==> config.mk <==
export PLATFORM = sky130hd
export DESIGN_NAME = sparse_polynomial_merge_add_core
export DESIGN_NICKNAME = d
export VERILOG_FILES = /design/src/design/spma_pkg.sv /design/src/design/sparse_polynomial_merge_add_core.sv /design/src/design/spma_store.sv /design/src/design/spma_merge.sv
export SDC_FILE = /design/constraint.sdc
export NUM_CORES = 2
export LEC_CHECK = 0
export BUFFER_PORTS_ARGS = -buffer_cell sky130_fd_sc_hd__buf_2
export CORE_AREA = 4 4 505 507
export CTS_BUF_LIST = sky130_fd_sc_hd__clkbuf_8
export CTS_CLUSTER_SIZE = 14
export DETAILED_ROUTE_END_ITERATION = 10
export DIE_AREA = 0 0 509 511
export HOLD_SLACK_MARGIN = 0.02
export MAX_ROUTING_LAYER = met4
export PLACE_DENSITY_LB_ADDON = 0.08
export SLEW_MARGIN = 20
export SYNTH_ARGS = -nofsm -noshare
export SYNTH_HDL_FRONTEND = slang
export SYNTH_SLANG_ARGS = --single-unit
==> constraint.sdc <==
create_clock -name clk -period 16.2 [get_ports clk]
set_clock_uncertainty 0.1 [all_clocks]
set_input_delay 0.81 -clock clk [delete_from_list [all_inputs] [get_ports clk]]
set_output_delay 0.81 -clock clk [all_outputs]
set_load 0.05 [all_outputs]
==> src/design/spma_pkg.sv <==
// Shared constants and types of the sparse polynomial merge adder.
`default_nettype none
package spma_pkg;

  localparam int MAX_TERMS = 32;
  localparam int COEFF_W   = 16;
  localparam int POWER_W   = 16;
  localparam int RES_W     = COEFF_W + 1;
  localparam int CNT_W     = $clog2(MAX_TERMS + 1);
  localparam int ADDR_W    = (MAX_TERMS > 1) ? $clog2(MAX_TERMS) : 1;

  localparam logic [1:0] OP_LOAD_A = 2'd0;
  localparam logic [1:0] OP_LOAD_B = 2'd1;
  localparam logic [1:0] OP_ADD    = 2'd2;

  typedef struct packed {
    logic signed [COEFF_W-1:0] coeff;
    logic [POWER_W-1:0]        power;
  } term_t;

  typedef struct packed {
    logic              we;
    logic [ADDR_W-1:0] addr;
    term_t             data;
  } store_wr_t;

endpackage
`default_nettype wire

==> src/design/sparse_polynomial_merge_add_core.sv <==
// Top level of the sparse polynomial merge adder.
//
//   Channel | Handshake            | Payload
//   in      | in_valid / in_ready  | operation, coefficient, exponent
//   out     | out_valid / out_ready| result_coeff, result_power, term_valid, last_term, overflow
//
// A load request writes one term into term memory A or B. An add request walks both
// term memories one merge step per cycle while the merge is not stalled, and takes a
// pair of equal powers in a single step. Each emitted term is held one step in a pending
// register until the next term is known, so the final term can be marked. The merge
// stalls while the output register is full, and no request is taken while an add runs.
// Reset is synchronous and active low; the memories themselves are not cleared.
`default_nettype none
module sparse_polynomial_merge_add_core (
  input  wire                               clk,
  input  wire                               rst_n,
  input  wire                               in_valid,
  output logic                              in_ready,
  input  wire [1:0]                         in_operation,
  input  wire signed [spma_pkg::COEFF_W-1:0] in_coefficient,
  input  wire [spma_pkg::POWER_W-1:0]       in_exponent,
  output logic                              out_valid,
  input  wire                               out_ready,
  output logic signed [spma_pkg::RES_W-1:0] out_result_coeff,
  output logic [spma_pkg::POWER_W-1:0]      out_result_power,
  output logic                              out_term_valid,
  output logic                              out_last_term,
  output logic                              out_overflow
);

  spma_pkg::store_wr_t               wr_a, wr_b;
  logic [spma_pkg::ADDR_W-1:0]       rd_addr_a, rd_addr_b;
  spma_pkg::term_t                   rd_a, rd_b;

  spma_store u_store_a (
    .clk     (clk),
    .wr      (wr_a),
    .rd_addr (rd_addr_a),
    .rd_data (rd_a)
  );

  spma_store u_store_b (
    .clk     (clk),
    .wr      (wr_b),
    .rd_addr (rd_addr_b),
    .rd_data (rd_b)
  );

  spma_merge u_merge (
    .clk              (clk),
    .rst_n            (rst_n),
    .in_valid         (in_valid),
    .in_ready         (in_ready),
    .in_operation     (in_operation),
    .in_coefficient   (in_coefficient),
    .in_exponent      (in_exponent),
    .out_valid        (out_valid),
    .out_ready        (out_ready),
    .out_result_coeff (out_result_coeff),
    .out_result_power (out_result_power),
    .out_term_valid   (out_term_valid),
    .out_last_term    (out_last_term),
    .out_overflow     (out_overflow),
    .wr_a             (wr_a),
    .wr_b             (wr_b),
    .rd_addr_a        (rd_addr_a),
    .rd_addr_b        (rd_addr_b),
    .rd_a             (rd_a),
    .rd_b             (rd_b)
  );

endmodule
`default_nettype wire

==> src/design/spma_store.sv <==
// Term store: one synchronous memory with one write port and one registered read port.
`default_nettype none
module spma_store (
  input  wire                           clk,
  input  spma_pkg::store_wr_t           wr,
  input  wire [spma_pkg::ADDR_W-1:0]    rd_addr,
  output spma_pkg::term_t               rd_data
);

  spma_pkg::term_t mem_r [spma_pkg::MAX_TERMS];
  spma_pkg::term_t rd_data_r;

  always_ff @(posedge clk) begin
    if (wr.we) begin
      mem_r[wr.addr] <= wr.data;
    end
    rd_data_r <= mem_r[rd_addr];
  end

  assign rd_data = rd_data_r;

endmodule
`default_nettype wire

==> src/design/spma_merge.sv <==
// Load control, merge sequencer, pending term and output register.
`default_nettype none
module spma_merge (
  input  wire                               clk,
  input  wire                               rst_n,
  input  wire                               in_valid,
  output logic                              in_ready,
  input  wire [1:0]                         in_operation,
  input  wire signed [spma_pkg::COEFF_W-1:0] in_coefficient,
  input  wire [spma_pkg::POWER_W-1:0]       in_exponent,
  output logic                              out_valid,
  input  wire                               out_ready,
  output logic signed [spma_pkg::RES_W-1:0] out_result_coeff,
  output logic [spma_pkg::POWER_W-1:0]      out_result_power,
  output logic                              out_term_valid,
  output logic                              out_last_term,
  output logic                              out_overflow,
  output spma_pkg::store_wr_t               wr_a,
  output spma_pkg::store_wr_t               wr_b,
  output logic [spma_pkg::ADDR_W-1:0]       rd_addr_a,
  output logic [spma_pkg::ADDR_W-1:0]       rd_addr_b,
  input  spma_pkg::term_t                   rd_a,
  input  spma_pkg::term_t                   rd_b
);

  typedef enum logic {ST_IDLE, ST_MERGE} state_t;

  state_t state_r, state_nxt;
  logic [spma_pkg::CNT_W-1:0] cnt_a_r, cnt_a_nxt, cnt_b_r, cnt_b_nxt;
  logic [spma_pkg::CNT_W-1:0] ia_r, ia_nxt, ib_r, ib_nxt;
  logic flag_r, flag_nxt;
  logic pend_valid_r, pend_valid_nxt;
  logic signed [spma_pkg::RES_W-1:0] pend_coeff_r, pend_coeff_nxt;
  logic [spma_pkg::POWER_W-1:0] pend_power_r, pend_power_nxt;
  logic out_valid_r, out_valid_nxt;
  logic signed [spma_pkg::RES_W-1:0] out_coeff_r, out_coeff_nxt;
  logic [spma_pkg::POWER_W-1:0] out_power_r, out_power_nxt;
  logic out_tv_r, out_tv_nxt, out_last_r, out_last_nxt, out_ovf_r, out_ovf_nxt;

  logic a_more, b_more, have_term, adv_a, adv_b, out_free;
  logic signed [spma_pkg::RES_W-1:0] term_coeff, sum;
  logic [spma_pkg::POWER_W-1:0] term_power;

  assign a_more   = ia_r < cnt_a_r;
  assign b_more   = ib_r < cnt_b_r;
  assign out_free = !out_valid_r || out_ready;
  assign sum      = spma_pkg::RES_W'(rd_a.coeff) + spma_pkg::RES_W'(rd_b.coeff);

  always_comb begin
    have_term  = 1'b0;
    adv_a      = 1'b0;
    adv_b      = 1'b0;
    term_coeff = spma_pkg::RES_W'(rd_a.coeff);
    term_power = rd_a.power;
    if (a_more && b_more) begin
      if (rd_a.power > rd_b.power) begin
        have_term = 1'b1;
        adv_a     = 1'b1;
      end else if (rd_a.power < rd_b.power) begin
        have_term  = 1'b1;
        adv_b      = 1'b1;
        term_coeff = spma_pkg::RES_W'(rd_b.coeff);
        term_power = rd_b.power;
      end else begin
        have_term  = (sum != '0);
        adv_a      = 1'b1;
        adv_b      = 1'b1;
        term_coeff = sum;
      end
    end else if (a_more) begin
      have_term = 1'b1;
      adv_a     = 1'b1;
    end else if (b_more) begin
      have_term  = 1'b1;
      adv_b      = 1'b1;
      term_coeff = spma_pkg::RES_W'(rd_b.coeff);
      term_power = rd_b.power;
    end
  end

  always_comb begin
    state_nxt      = state_r;
    cnt_a_nxt      = cnt_a_r;
    cnt_b_nxt      = cnt_b_r;
    ia_nxt         = ia_r;
    ib_nxt         = ib_r;
    flag_nxt       = flag_r;
    pend_valid_nxt = pend_valid_r;
    pend_coeff_nxt = pend_coeff_r;
    pend_power_nxt = pend_power_r;
    out_valid_nxt  = out_valid_r;
    out_coeff_nxt  = out_coeff_r;
    out_power_nxt  = out_power_r;
    out_tv_nxt     = out_tv_r;
    out_last_nxt   = out_last_r;
    out_ovf_nxt    = out_ovf_r;
    wr_a           = '0;
    wr_b           = '0;
    wr_a.addr      = cnt_a_r[spma_pkg::ADDR_W-1:0];
    wr_b.addr      = cnt_b_r[spma_pkg::ADDR_W-1:0];
    wr_a.data      = '{coeff: in_coefficient, power: in_exponent};
    wr_b.data      = '{coeff: in_coefficient, power: in_exponent};

    if (out_valid_r && out_ready) begin
      out_valid_nxt = 1'b0;
    end

    unique case (state_r)
      ST_IDLE: begin
        if (in_valid) begin
          case (in_operation)
            spma_pkg::OP_LOAD_A: begin
              if (cnt_a_r == spma_pkg::CNT_W'(spma_pkg::MAX_TERMS)) begin
                flag_nxt = 1'b1;
              end else begin
                wr_a.we   = 1'b1;
                cnt_a_nxt = cnt_a_r + spma_pkg::CNT_W'(1);
              end
            end
            spma_pkg::OP_LOAD_B: begin
              if (cnt_b_r == spma_pkg::CNT_W'(spma_pkg::MAX_TERMS)) begin
                flag_nxt = 1'b1;
              end else begin
                wr_b.we   = 1'b1;
                cnt_b_nxt = cnt_b_r + spma_pkg::CNT_W'(1);
              end
            end
            spma_pkg::OP_ADD: begin
              state_nxt      = ST_MERGE;
              pend_valid_nxt = 1'b0;
            end
            default: begin
            end
          endcase
        end
      end
      ST_MERGE: begin
        if (a_more || b_more) begin
          if (!have_term) begin
            ia_nxt = ia_r + spma_pkg::CNT_W'(adv_a);
            ib_nxt = ib_r + spma_pkg::CNT_W'(adv_b);
          end else if (!pend_valid_r || out_free) begin
            if (pend_valid_r) begin
              out_valid_nxt = 1'b1;
              out_coeff_nxt = pend_coeff_r;
              out_power_nxt = pend_power_r;
              out_tv_nxt    = 1'b1;
              out_last_nxt  = 1'b0;
              out_ovf_nxt   = flag_r;
            end
            pend_valid_nxt = 1'b1;
            pend_coeff_nxt = term_coeff;
            pend_power_nxt = term_power;
            ia_nxt         = ia_r + spma_pkg::CNT_W'(adv_a);
            ib_nxt         = ib_r + spma_pkg::CNT_W'(adv_b);
          end
        end else if (out_free) begin
          out_valid_nxt  = 1'b1;
          out_coeff_nxt  = pend_valid_r ? pend_coeff_r : '0;
          out_power_nxt  = pend_valid_r ? pend_power_r : '0;
          out_tv_nxt     = pend_valid_r;
          out_last_nxt   = 1'b1;
          out_ovf_nxt    = flag_r;
          pend_valid_nxt = 1'b0;
          flag_nxt       = 1'b0;
          cnt_a_nxt      = '0;
          cnt_b_nxt      = '0;
          ia_nxt         = '0;
          ib_nxt         = '0;
          state_nxt      = ST_IDLE;
        end
      end
      default: begin
        state_nxt = ST_IDLE;
      end
    endcase
  end

  always_ff @(posedge clk) begin
    if (!rst_n) begin
      state_r      <= ST_IDLE;
      cnt_a_r      <= '0;
      cnt_b_r      <= '0;
      ia_r         <= '0;
      ib_r         <= '0;
      flag_r       <= 1'b0;
      pend_valid_r <= 1'b0;
      out_valid_r  <= 1'b0;
    end else begin
      state_r      <= state_nxt;
      cnt_a_r      <= cnt_a_nxt;
      cnt_b_r      <= cnt_b_nxt;
      ia_r         <= ia_nxt;
      ib_r         <= ib_nxt;
      flag_r       <= flag_nxt;
      pend_valid_r <= pend_valid_nxt;
      out_valid_r  <= out_valid_nxt;
    end
    pend_coeff_r <= pend_coeff_nxt;
    pend_power_r <= pend_power_nxt;
    out_coeff_r  <= out_coeff_nxt;
    out_power_r  <= out_power_nxt;
    out_tv_r     <= out_tv_nxt;
    out_last_r   <= out_last_nxt;
    out_ovf_r    <= out_ovf_nxt;
  end

  assign in_ready         = (state_r == ST_IDLE);
  assign rd_addr_a        = ia_nxt[spma_pkg::ADDR_W-1:0];
  assign rd_addr_b        = ib_nxt[spma_pkg::ADDR_W-1:0];
  assign out_valid        = out_valid_r;
  assign out_result_coeff = out_coeff_r;
  assign out_result_power = out_power_r;
  assign out_term_valid   = out_tv_r;
  assign out_last_term    = out_last_r;
  assign out_overflow     = out_ovf_r;

endmodule
`default_nettype wire

After elaboration in Yosys (flattened, before gate mapping)
Memory sizes are Yosys's and may differ from the RTL's. A register that Yosys moved wholly into a read port is not among the register bits.
Index checks and enable logic that the tools add are counted.
Widths: inputs -> output; s select.

storage, ports and cells
  memories = 2
  output and inout port bits = 38
  logic and storage cells = 174
  RAM bits = 2,048
  bits of input ports = 38
  flip-flop bits (word level) = 97

operators by class
  equal/unequal tests = 22
  mux-type cells = 106
  reduce and logical (&&, ||, !) cells = 17
  $lt $le $gt $ge = 4
  bitwise logic cells = 1
  add/sub/neg operators = 5

memory list
  memory           depth  width  rd ports  clocked after Yosys merged registers in  wr ports  RTL line          RTL
  u_store_a.mem_r  32     32     1         1                                        1         spma_store.sv:10  spma_pkg::term_t mem_r [spma_pkg::MAX_TERMS];
  u_store_b.mem_r  32     32     1         1                                        1         spma_store.sv:10

operators with widths
  kind                 count
  $mux 17              11
  $mux 16              11
  $mux 6               16
  $mux 1               60
  $pmux 6 s2           2
  $reduce_and 5->1     4
  $add 16x16->17       1
  $reduce_bool 17->1   1
  $gt 16x16->1         1
  $lt 16x16->1         1
  $add 6x1->6          2
  $add 6x1->6 const B  2
  $eq 6x6->1 const B   2
  $lt 6x6->1           2
  $ne 2x2->1 const B   6
  $ne 3x3->1 const B   4
  $mux 5               2
  $ne 2x1->1 const B   5
  $pmux 1 s2           4
  $ne 3x2->1 const B   2
  $reduce_and 6->1     1
  $reduce_and 4->1     1
  $logic_or 1x1->1     3
  $ne 3x1->1 const B   1
  8 further kinds      10

Logic depth before layout (Yosys ltp)
  word-level depth = 9
  gate-level depth with buffers = 23
  gate-level depth less buffers = 18

Modules after synthesis
Synthesis repeated with hierarchy kept, for this count alone.

unflattened totals
  cells, all modules = 5,210
  area total of the unflattened synthesis = 87,589.0 um2

modules (own cells, without submodules)
  module                   times used  area an instance (um2)  cells each  seq. area each (um2)
  spma_store at u_store_a  1           40,492.6                2,260       31,390.1
  spma_store at u_store_b  1           40,491.3                2,260       31,390.1
  spma_merge               1           6,605.1                 690         2,632.5

Least setup slack after synthesis
Ideal clock, no wire load.

  kind = register to register
  start = register u_store_a.rd_data[16] (netlist name)
  end = register u_merge.out_last_r, in the netlist u_merge.out_last_term (enable)
  data required time = 15.618 ns
  library setup time = 0.482 ns
  stages on the path, launching flop included = 11
  arrival time = 5.158 ns
  clock period less this slack = 5.740 ns
  slack = 10.460 ns
  path buffers = 0
  cell sequence = dfxtp_1 -> ha_1 -> fa_1 -> and3_1 -> o2111a_1 -> or3_1 -> a31o_1 -> a221o_1 -> and3_4 -> nand2_1 -> nor3b_1

on the way
  cells in the longest elaborated chain, start to end = 7

ends and longest elaborated chain
  what                        RTL line           RTL
  $add 16x16->17              spma_merge.sv:47   assign sum = spma_pkg::RES_W'(rd_a.coeff) + spma_pkg::RES_W'(rd_b.coeff);
  $reduce_bool 17->1          spma_merge.sv:65   have_term = (sum != '0);
  $mux 1                      spma_merge.sv:59   end else if (rd_a.power < rd_b.power) begin
  $mux 1                      spma_merge.sv:56   if (rd_a.power > rd_b.power) begin
  $mux 1                      spma_merge.sv:55   if (a_more && b_more) begin
  $ne 2x1->1 (no line)        -
  $reduce_and 5->1 (no line)  -
  to (signal assigned)        spma_merge.sv:204  out_last_r <= out_last_nxt;
  to (decl)                   spma_merge.sv:38   logic out_tv_r, out_tv_nxt, out_last_r, out_last_nxt, out_ovf_r, out_ovf_nxt;

No other way between the ends.
A chain may end at the register's enable or synchronous reset.

Worst setup path after layout
  start = register u_store_a.rd_data[14] (netlist name)
  end = register u_store_a.rd_data[27] (netlist name)

on the way
  cells in the longest elaborated chain, start to end = 9
  elaborated cells on any way between the ends = 13
  classes of those cells = 1 x add/sub; 2 x order compare; 10 x mux

ends and longest elaborated chain
  what          RTL line                              RTL
  $lt 16x16->1  spma_merge.sv:59
  $mux 1        spma_merge.sv:59
  $mux 1        spma_merge.sv:56
  $mux 1        spma_merge.sv:55
  $add 6x1->6   spma_merge.sv:140, spma_merge.sv:154
  $mux 6        spma_merge.sv:142                     end else if (!pend_valid_r || out_free) begin
  $mux 6 (*)    spma_merge.sv:139                     if (!have_term) begin
  $mux 6 (*)    spma_merge.sv:138                     if (a_more || b_more) begin
  $mux 5 (*)    spma_merge.sv:108                     unique case (state_r)

Every way passes the cells marked *; elsewhere a longest branch is shown, timed or not. The select of a mux whose other input is x is not followed.

==> results.md <==
* Crit path launch type: register
* Area leader, netlist: edfxtp_1
* R2R Setup Slk at 7.98 ns
* Initial drt markers at 4,768
* WL final at 275,000 microns
* Yosys top cell area share at 72.9%
* First-pass GRT wire length at 394,000 microns
* Die height at 511 microns
* TritonRoute pass-1 iters at 5
* Reg2reg start: u_store_a.rd_data[14]
* Initial antenna violation count at 17
* Worst r2r dst: u_store_a.rd_data[27]
* Post-synth ARST share at 0%
* Switching Share at 22.2%
* Nets@finish at 6,683
* Ports at 76
* TritonCTS clock tree: done
* Hold/Removal Path Class: primary input to register
* Hold depth at 1
* Synthesized flop and latch total at 2,209
* CTS Buffer Depth at 4
* Flop pwr share at 54.3%
* Internal power at 9.02 mW
* Routed Antenna Nets at 0
* Pwr Total at 11.6 mW
* Layout area overhead at 14.1%
* Clock net sink count at 2,209
* Fin crit period at 8.22 ns
* CTS Root Cell: clkbuf_8
* H-tree levels at 5
* Mean Syn Cell Area at 13.7 sq um
* Final period utilization at 50.8%
* RSZ-0062 raised after global routing: no
* Synth area leaders: edfxtp_1 (73%), nand2_1 (5.4%), dfxtp_1 (2.1%), nand3_1 (2.1%), a21oi_1 (1.9%)
* Drt drc at 0
* Synth warn at 0
* Setup crit end kind: register
* Dominant synthesized flop cell: edfxtp_1
* DR vias at 54.2k
* P per Cell Area at 117 mW/mm^2
* Syn nets at 6,454
* Starting Density at 34.8%
* Number of flops mapped to enable cells by yosys at 2,117
* Grt total ovfl at 0
* Post-DR vias/cell at 5.28
* GPL Wtd Cong at 0.795
* Fraction of layout cells with a size suffix above 1 at 13.2%
* CP max FO at 101
* Die area at 0.260 sq mm
* Sequential area share after synthesis at 75.0%
* Worst EP arrival at 8.97 ns
* Clock share of power at 43.1%
* Combinational power share at 2.6%
* PortBufs at 75
* Synth unique cells at 68
* Worst r2r path cells at 16
* Clk_lat worst skew at 1.06 ns
* Worst EP required at 16.94 ns
* Maxcap violations at 0
* Post-synthesis cell count at 6,361
* CTS buffer count at 403
* Post-synthesis cell area at 0.0872 sq mm
* Number of global-route vias before repair at 53.4k
* Core Rows at 184
* Fmax at 122 MHz
* Hold Path Origin: in_coefficient[11]
* Average wire per cell in the routed design at 26.8 microns
* Post-CTS setup buffer count at 0
* Critical path class: register to register
* All-Layer GR Usage at 21.2%
* Final setup TNS at 0 ns
* Endpoint of the worst hold path: u_store_b.mem_r[18][27]
* Hold Vio Cnt, Final at 0
* Static Leak at 32.9 nW
* NetSw at 2.58 mW
* Largest net degree at the start of global routing at 158
* Rel. slew slack at 21.2%
* Fin. max-slew vios at 0
* Clk pin slew, worst setup/hold paths at 0.06 ns
* Post-DP HPWL at 143,000 microns
* Core area at 0.250 sq mm
* Worst-Margin Slew at 1.17 ns
* Status: complete, no violations
* Filler cells at 23.8k
* Worst vdd ir at 0.0622 mV
* Die extent in x at 509 microns
* Final setup violation count at 0
[cell usage in the layout (no fill, tap or decap), types with 15 or more instances in the layout]
master	count
a211oi_1	130
a21o_1	15
a21oi_1	328
a221oi_1	34
a22o_1	33
a31o_1	19
a31o_2	46
a31oi_1	99
a32oi_1	128
and2_1	18
and3_1	136
buf_2	75
buf_4	156
clkbuf_8	440
clkinv_1	88
clkinv_2	38
dfxtp_1	92
edfxtp_1	2117
ha_1	54
inv_1	162
mux2_2	17
mux2i_1	99
nand2_1	1247
nand3_1	364
nor2_1	329
nor2_4	66
nor2b_1	39
nor4_1	26
o21ai_0	158
o22ai_1	130
or4_1	34
[how the worst max path moves through the flow]
stage,start,endpoint,slack [ns],depth (start not counted)
CTS,u_store_a.rd_data[14],u_store_a.rd_data[27],7.91,16
global route,u_store_a.rd_data[14],u_store_a.rd_data[27],7.52,16
detailed placement,u_store_a.rd_data[14],u_store_a.rd_data[27],7.95,16
finish,u_store_a.rd_data[14],u_store_a.rd_data[27],7.98,16
floorplan,u_store_a.rd_data[16],u_merge.out_last_term,10.46,10
global placement,u_store_a.rd_data[14],u_store_a.rd_data[16],7.59,16
[Yosys cell counts, drive strengths merged, types with 4 or more instances]
cell	n
edfxtp	2117
nand2	1250
nor2	398
nand3	368
a21oi	331
clkbuf	228
buf	187
o21ai	164
and3	137
a211oi	130
o22ai	130
a32oi	128
a31oi	100
mux2i	99
dfxtp	92
a31o	65
ha	54
nor2b	40
nor4	38
inv	37
a221oi	34
or4	34
a22o	33
and2	20
mux2	18
a21o	15
nand4	12
xnor2	12
nor3	11
o211ai	11
nand2b	10
or3	6
xor2	5
nand3b	4
o31ai	4
[worst max-delay path, cell delays in order, from the launching register on]
cell,delay [ns]
dfxtp_1,0.37
ha_1,0.33
nand4_1,0.23
nor4_1,0.60
o21ai_0,0.27
a311oi_2,0.76
o2111ai_1,0.21
and4bb_2,0.47
a21oi_4,0.17
mux2_4,0.50
nand2_8,0.54
buf_4,0.84
buf_4,0.89
nand2_1,0.13
a32oi_1,0.28
o22ai_1,0.21
nor4_1,0.95
[layer usage]
metal  vias up  GRT usage, %  routed length (microns)
met3       418          2.77                    11800
met4         0          5.23                     6360
met5         -             -                        0
met1     27900          29.4                   126000
met2      1403          33.3                   131000
li1      24500             -                        -
[registers in the layout (all words and copies together), names as in the netlist]
register and cells:
u_store_b.mem_r 1024, u_merge.pend_valid_r 1, u_merge.out_valid 1, u_merge.state_r 1
u_merge.cnt_a_r 6, u_merge.out_result_coeff 17, u_merge.out_last_term 1, u_merge.out_overflow 1
u_merge.flag_r 1, u_merge.ia_r 6, u_merge.pend_coeff_r 17, u_merge.pend_power_r 16
u_merge.out_term_valid 1, u_store_b.rd_data 32, u_merge.out_result_power 16, u_merge.ib_r 6
u_store_a.rd_data 32, u_merge.cnt_b_r 6, u_store_a.mem_r 1024
[kinds of logic (layout without fill, tap and decap cells)]
logic type,Yosys count,count (layout),synth area share [%]
multiplexers,117,117,1.37
other,0,14,0
flip-flops,2209,2209,75.0
XOR/XNOR,17,17,0.171
AND/OR/NAND/NOR,2338,2338,11.6
AO/OA/AOI/OAI,1171,1171,8.79
adder cells (fa/ha/maj),55,55,0.798
buffers and inverters,454,987,2.27
[cell type report]
class	count	area [sq um]	share of cell area, %
Inverter	39	146	0.147
Tap cell	3348	4190	4.21
Clock inverter	269	1410	1.42
Sequential cell	2209	65400	65.7
Timing Repair Buffer	239	1690	1.70
Antenna cell	14	35.0	0.0352
Multi-Input combinational cell	3698	20500	20.6
Clock buffer	440	6060	6.09
[power by group through the flow]
stage	Sequential [mW]	Combinational [mW]	Clock, mW
2_1_floorplan	6.43	0.107	0
3_3_place_gp	6.42	0.303	0
3_5_place_dp	6.42	0.304	0
4_1_cts	6.30	0.305	5.14
5_1_grt	6.29	0.328	5.41
6_report	6.30	0.304	4.99
[timing repair]
item,in CTS,in global routing
hold buffers,2,0
endpoints found under the hold margin,10,0
gates resized for setup,0,0
[through the flow]
step                cells  worst slack [ns]  hold slack [ns]  cell area [sq um]  util [%]
finish              10300              7.98            0.164              99500      39.7
global placement     9528              7.59            0.413              91900      36.7
floorplan            6361             10.46            0.309              87200         -
global route        10200              7.52           0.0756              99500      39.7
CTS                 10200              7.91           0.0693              99400      39.7
detailed placement   9530              7.95            0.420              91900      36.7
Note: power is estimated with default switching activity, not from simulation.
